`src/rtl/lbs_pkg.sv`:
```
// ----------------------------------------------------------------------------
// lbs_pkg
// Shared widths, codes and types of the linear blend skinning unit.
// ----------------------------------------------------------------------------
package lbs_pkg;

  // Default palette geometry.
  localparam int JOINTS_DEF = 64;
  localparam int FRAMES_DEF = 64;

  // Field widths of the command and result ports.
  localparam int JOINT_W  = 6;
  localparam int FRAME_W  = 6;
  localparam int ELEM_W   = 4;
  localparam int DATA_W   = 32;
  localparam int WEIGHT_W = 17;

  // Datapath widths.
  localparam int COMP_W   = 48;
  localparam int ACC_W    = 82;
  localparam int MUL_A_W  = 32;
  localparam int MUL_B_W  = 25;
  localparam int MUL_P_W  = MUL_A_W + MUL_B_W;
  localparam int KIDX_W   = 4;
  localparam int NUM_COMP = 12;

  // One in Q16.16, the implicit fourth coordinate of a vertex.
  localparam logic signed [MUL_A_W-1:0] ONE_Q16 = 32'sd65536;

  // Sequencer end points.
  localparam logic [1:0]        LAST_COL   = 2'd2;
  localparam logic [1:0]        LAST_COMP  = 2'd2;
  localparam logic [KIDX_W-1:0] LAST_K     = 4'd11;
  localparam logic [2:0]        LAST_XSTEP = 3'd7;

  // Command codes.
  typedef enum logic [0:0] {
    FUNC_WRITE = 1'b0,
    FUNC_INFL  = 1'b1
  } func_t;

  // Sequencer states.
  typedef enum logic [4:0] {
    ST_IDLE   = 5'b00001,
    ST_INFL   = 5'b00010,
    ST_IDRAIN = 5'b00100,
    ST_XFORM  = 5'b01000,
    ST_XDRAIN = 5'b10000
  } state_t;

  // Tag that travels with each product through the shared multiplier.
  typedef struct packed {
    logic              xform;
    logic [KIDX_W-1:0] idx;
    logic [1:0]        comp;
    logic              hi;
    logic              first;
    logic              last;
  } mul_tag_t;

endpackage

```
`src/rtl/lbs_mul.sv`:
```
// ----------------------------------------------------------------------------
// lbs_mul
// Shared signed multiplier with a registered product and a tag pipeline.
// ----------------------------------------------------------------------------
module lbs_mul (
  input  logic                               clk,
  input  logic                               rst_n,
  input  logic                               in_vld,
  input  logic signed [lbs_pkg::MUL_A_W-1:0] a,
  input  logic signed [lbs_pkg::MUL_B_W-1:0] b,
  input  lbs_pkg::mul_tag_t                  in_tag,
  output logic                               out_vld,
  output logic signed [lbs_pkg::MUL_P_W-1:0] prod,
  output lbs_pkg::mul_tag_t                  out_tag
);
  import lbs_pkg::*;

  logic                      vld_r;
  logic signed [MUL_P_W-1:0] prod_r;
  mul_tag_t                  tag_r;

  // Valid flag of the product stage.
  always_ff @(posedge clk) begin
    if (!rst_n) begin
      vld_r <= 1'b0;
    end else begin
      vld_r <= in_vld;
    end
  end

  // Product and its tag.
  always_ff @(posedge clk) begin
    if (in_vld) begin
      prod_r <= MUL_P_W'(a) * MUL_P_W'(b);
      tag_r  <= in_tag;
    end
  end

  assign out_vld = vld_r;
  assign prod    = prod_r;
  assign out_tag = tag_r;

endmodule

```
`config.mk`:
```
export PLATFORM = sky130hd
export DESIGN_NAME = lbs_mul
export DESIGN_NICKNAME = d
export VERILOG_FILES = /design/src/rtl/lbs_pkg.sv /design/src/rtl/lbs_mul.sv
export SDC_FILE = /design/constraint.sdc
export NUM_CORES = 2
export LEC_CHECK = 0
export BUFFER_PORTS_ARGS = -buffer_cell sky130_fd_sc_hd__buf_2
export CAP_MARGIN = 10
export CORE_MARGIN = 1
export CORE_UTILIZATION = 47
export CTS_BUF_LIST = sky130_fd_sc_hd__clkbuf_8 sky130_fd_sc_hd__clkbuf_16
export DETAILED_ROUTE_END_ITERATION = 7
export GPL_TIMING_DRIVEN = 0
export PLACE_DENSITY = 0.64
export SYNTH_ARGS = -nofsm -noshare
export SYNTH_HDL_FRONTEND = slang
export SYNTH_SLANG_ARGS = --single-unit
```
`constraint.sdc`:
```
create_clock -name clk -period 15.4 [get_ports clk]
set_input_delay 3.08 -clock clk [delete_from_list [all_inputs] [get_ports clk]]
set_output_delay 3.08 -clock clk [all_outputs]
set_load 0.005 [all_outputs]
```
Yosys cells after proc, flatten, opt, wreduce, memory -nomap -nowiden
Cells that the tools add are included.
{"block": "word_totals", "reg_bits": 68, "latchBits": 0, "ramBits": 0, "mem_bits_ro": 0, "in_bits": 70, "wordCells": 9, "memories": 0}
{"block": "op_classes", "n_addsub": 0, "multipliers": 1, "n_div": 0, "n_lt_le_gt_ge": 0, "n_eq_ne": 0, "shift": 0, "n_mux": 0, "n_bitwise": 0, "n_reduce_logical": 0}
{"operator": "32-bit by 25-bit multiplier with 57-bit output", "count": 1}

Depth between registers and ports, before layout
{"block": "logic_depth", "ltp_word": 1, "depth_mapped": 25}

Worst setup path before layout
No wires, ideal clock.
{"block": "synth_timing", "kind": "input port to flip-flop", "from": "input port a[31] (netlist name)", "to": "register prod_r[56], in the netlist prod[56] (data pin)", "arrival_ns": 9.319, "setup_slack_ns": 5.822, "path_stages": 23, "n_path_buf": 1, "path_cell_list": "clkbuf_1 nand2_1 inv_1 fa_1 fa_1 inv_1 fa_1 inv_1 fa_1 inv_1 fa_1 fa_1 fa_1 inv_1 ha_1 a21oi_1 o21bai_1 a21o_1 a31oi_1 o21ai_0 or3_1 o221ai_1 xnor2_1"}
{"block": "synth_via", "elab_chain_len": 1}
{"item": "from (decl)", "line": "lbs_mul.sv:9", "source": "input logic signed [lbs_pkg::MUL_A_W-1:0] a,"}
{"item": "32-bit by 25-bit multiplier with 57-bit output", "line": "lbs_mul.sv:34", "source": "prod_r <= MUL_P_W'(a) * MUL_P_W'(b);"}
{"item": "to (signal assigned)", "line": "lbs_mul.sv:34"}
{"item": "to (decl)", "line": "lbs_mul.sv:19", "source": "logic signed [MUL_P_W-1:0] prod_r;"}
No other way between the ends.
A chain may end at the register's enable or synchronous reset.

Worst setup path after layout
{"block": "layout_timing", "from": "input port b[1] (netlist name)", "to": "register prod_r[56], in the netlist prod[56] (data pin)"}
{"block": "layout_via", "elab_chain_len": 1}
{"item": "from (decl)", "line": "lbs_mul.sv:10", "source": "input logic signed [lbs_pkg::MUL_B_W-1:0] b,"}
{"item": "32-bit by 25-bit multiplier with 57-bit output", "line": "lbs_mul.sv:34"}
No other way between the ends.

==> metrics.log <==
[metrics] f_max: 88.0 MHz
[metrics] Post-CTS Setup Bufs: 0
[metrics] number of gates given a new drive strength after cts: 0
[metrics] minimum setup slack in the final design: 4030 ps
[metrics] Setup Slack @ Placement: 3820 ps
[metrics] Clock Sink Count: 68
[metrics] async set-reset flop share out of synthesis: 0%
[metrics] Bufs on Longest Clock Path: 2
[metrics] clock-pin slew on the worst setup and hold paths: 70 ps
[metrics] router iterations before antenna repair: 6
[metrics] drt initial violations: 1781
[metrics] post-route antenna net violation count: 0
[metrics] Placed Instance Area: 32200 µm²
[metrics] number of distinct library cell variants in the gate-level netlist after synthesis: 54
[metrics] number of standard cells after synthesis: 3206
[metrics] DR vias: 22400
[metrics] aggregate negative setup slack: 0 ps
[metrics] area overhead of the layout relative to synthesis: 6.78%
[metrics] number of remaining DRC errors: 0
[metrics] area occupied by registers: 2030 µm²
[metrics] nature of the critical path startpoint: primary input
[metrics] type of the worst setup path: in2reg
[metrics] final number of setup-violating endpoints: 0
[metrics] number of max-capacitance violations reported: 0
[metrics] Worst path slowest cell: sky130_fd_sc_hd__fa_1
[metrics] top flip-flop cell by instance count after synthesis: sky130_fd_sc_hd__edfxtp_1
[metrics] count of synthesis-stage warnings from yosys: 0
[metrics] transition time at the pin with the least slew margin: 1240 ps
[metrics] Clock Tree Root: sky130_fd_sc_hd__clkbuf_16
[metrics] crit-path cells: buf_2 -> clkbuf_1 -> nand2_1 -> inv_1 -> fa_1 -> fa_1 -> fa_1 -> inv_1 -> fa_1 -> inv_1 -> fa_1 -> inv_1 -> fa_1 -> inv_1 -> ha_1 -> a21o_1 -> a21o_1 -> a21oi_1 -> nand2_1 -> a211oi_1 -> nor3_1 -> o221ai_1 -> xnor2_1
[metrics] commonest cells after routing, fill and taps aside: sky130_fd_sc_hd__inv_1, sky130_fd_sc_hd__fa_1, sky130_fd_sc_hd__nand2_1
[metrics] result of the run: complete, no violations
[metrics] remaining global-route overflow: 0
[metrics] number of nets in the finished design: 4398
[metrics] family with the most delay on the worst path: adder cells
[metrics] synthesized area per cell: 9.50 µm²
[metrics] clock tree from TritonCTS: yes
[metrics] GRT Util Overall: 31.8%
[metrics] combined area of all synthesized cells: 30500 µm²
[metrics] RSZ-0062 raised after global routing: no
[metrics] pin count of the biggest net entering global routing: 69
[metrics] CTS H-tree lvls: 3
[metrics] worst-case headroom to the max-slew limit: 17.5%
[metrics] final standard cell area without fillers: 32500 µm²
[metrics] gp weighted congestion: 1.00
[metrics] number of enable flip-flop cells after synthesis: 67
[metrics] combined area of the multi-input logic cells: 24700 µm²
[metrics] number of gates on the worst path with buffers counted: 23
[metrics] Worst setup EP type: flop
[metrics] boundary pin count: 138
[metrics] final standard cell utilization of the core: 51.2%
[metrics] time the final worst path needs with I/O delays and setup: 11370 ps
[metrics] register area share after synthesis: 6.67%
[metrics] initial antenna violation count: 7
[metrics] Detailed Route WL: 99000 µm
[metrics] data arrival time at the worst-slack endpoint: 11470 ps
[metrics] most used cell along the critical path: sky130_fd_sc_hd__fa_1
[metrics] area of the die: 65900 µm²
[metrics] count of buffering cells on the critical path with inverters included: 7
[metrics] Hold Fails Final Rpt: 0
[metrics] horizontal die dimension: 257 µm
[metrics] maximum fanout count along the critical path: 13
[metrics] end of the critical path: prod[56]$_DFFE_PP_
[metrics] slowest stage delay, CP: 1100 ps
[metrics] path class of the lowest-slack min-delay path: in2reg
[metrics] vias per cell: 5.32
[metrics] post-detailed-placement half-perimeter wirelength: 83000 µm
[metrics] total number of placement rows: 92
[metrics] number of synthesized register bits: 68
[metrics] Critical Path Start: b[1]
[metrics] Floorplan Core Area: 63500 µm²
[metrics] global-route wire length before repair: 152000 µm
[metrics] CP Data Required Time: 15500 ps
[metrics] share of the clock period used by the worst path after layout: 73.8%
[metrics] final count of pins violating max slew: 0
[metrics] number of fill cells: 6081
[metrics] fraction of layout instances using a drive strength above 1: 5.24%
[metrics] count of hold-fix buffers inserted at cts: 0
[metrics] height of the die: 257 µm
[metrics] most common cell after layout, fill and taps aside: sky130_fd_sc_hd__inv_1
[metrics] wire length per cell after detailed routing: 23.5 µm
[metrics] initial standard-cell utilization of the core: 48.0%
[metrics] post-synthesis net count: 4250
[metrics] number of buffers inserted during clock tree synthesis: 9
[metrics] number of buffers inserted by port buffering: 137
[metrics] vias in the first global route: 24800
worst min path at each step:
stage / startpoint / to / slack [ps] / depth (start not counted)
4_1_cts: in_tag[3] / out_tag[3]$_DFFE_PP_ / 2880 / 1
5_1_grt: in_tag[5] / out_tag[5]$_DFFE_PP_ / 2880 / 1
3_3_place_gp: in_tag[5] / out_tag[5]$_DFFE_PP_ / 3260 / 1
3_5_place_dp: in_tag[3] / out_tag[3]$_DFFE_PP_ / 3260 / 1
6_report: in_tag[3] / out_tag[3]$_DFFE_PP_ / 2900 / 1
2_1_floorplan: in_tag[0] / out_tag[0]$_DFFE_PP_ / 3180 / 0
cell type report:
| cell class | count | area share, % |
|---|---|---|
| Antenna cell | 4 | 0.0308 |
| Buffer | 146 | 1.70 |
| Clock buffer | 9 | 0.692 |
| Clock inverter | 7 | 0.254 |
| Inverter | 858 | 9.90 |
| Multi-Input combinational cell | 2134 | 75.8 |
| Sequential cell | 68 | 6.25 |
| Tap cell | 846 | 3.25 |
| Timing Repair Buffer | 137 | 2.12 |
kinds of logic (layout without fill, tap and decap cells):
family	after synthesis	after routing	share of synthesized area, %
AOI/OAI and AO/OA	176	176	3.81
xor gates and xnor gates	67	67	1.93
adders and majority gates	974	974	60.2
buffers and inverters	1004	1157	12.4
DFF	68	68	6.67
other	0	4	0
and+or+nand+nor	917	917	15.0
cell usage after synthesis, drive strengths merged (2+ instances only):
| library cell | instances | area [µm²] |
|---|---|---|
| inv | 858 | 3220 |
| fa | 819 | 16400 |
| nand2 | 418 | 1570 |
| and2 | 398 | 2490 |
| ha | 155 | 1940 |
| clkbuf | 139 | 522 |
| edfxtp | 67 | 2010 |
| a21oi | 56 | 288 |
| xnor2 | 50 | 438 |
| nor2 | 45 | 169 |
| o21ai | 40 | 204 |
| a21o | 24 | 181 |
| xor2 | 17 | 149 |
| nand2b | 11 | 68.8 |
| nand3 | 10 | 50.1 |
| nor3 | 10 | 65.1 |
| a31oi | 9 | 62.6 |
| o21bai | 9 | 67.6 |
| a211oi | 8 | 70.1 |
| and3 | 7 | 43.8 |
| buf | 7 | 32.5 |
| o21a | 6 | 45.0 |
| nand4 | 5 | 31.3 |
| nor2b | 4 | 25.0 |
| o211ai | 4 | 40.0 |
| o31ai | 4 | 35.0 |
| or3 | 4 | 25.0 |
| a221oi | 3 | 38.8 |
| o221ai | 3 | 26.3 |
| a41oi | 2 | 17.5 |
| or4 | 2 | 15.0 |
flip-flops by register name (all words and copies together) (netlist names):
register  cells
out_tag      10
out_vld       1
prod         57
per-layer routing:
layer	track usage (%)	up-vias	wire length, µm
met4	20.8	2	8160
met5	0	-	24
met2	51.1	1144	45900
li1	-	9461	-
met3	6.73	326	9530
met1	38.8	11500	35500
through the flow:
step	hold slack (ps)	cells
6_report	2900	4209
3_3_place_gp	3260	4189
5_1_grt	2880	4205
2_1_floorplan	3180	3206
4_1_cts	2880	4205
3_5_place_dp	3260	4189
Power is not shown: default switching activity piles up to over one toggle a cycle in this logic, so the estimate is an artifact.
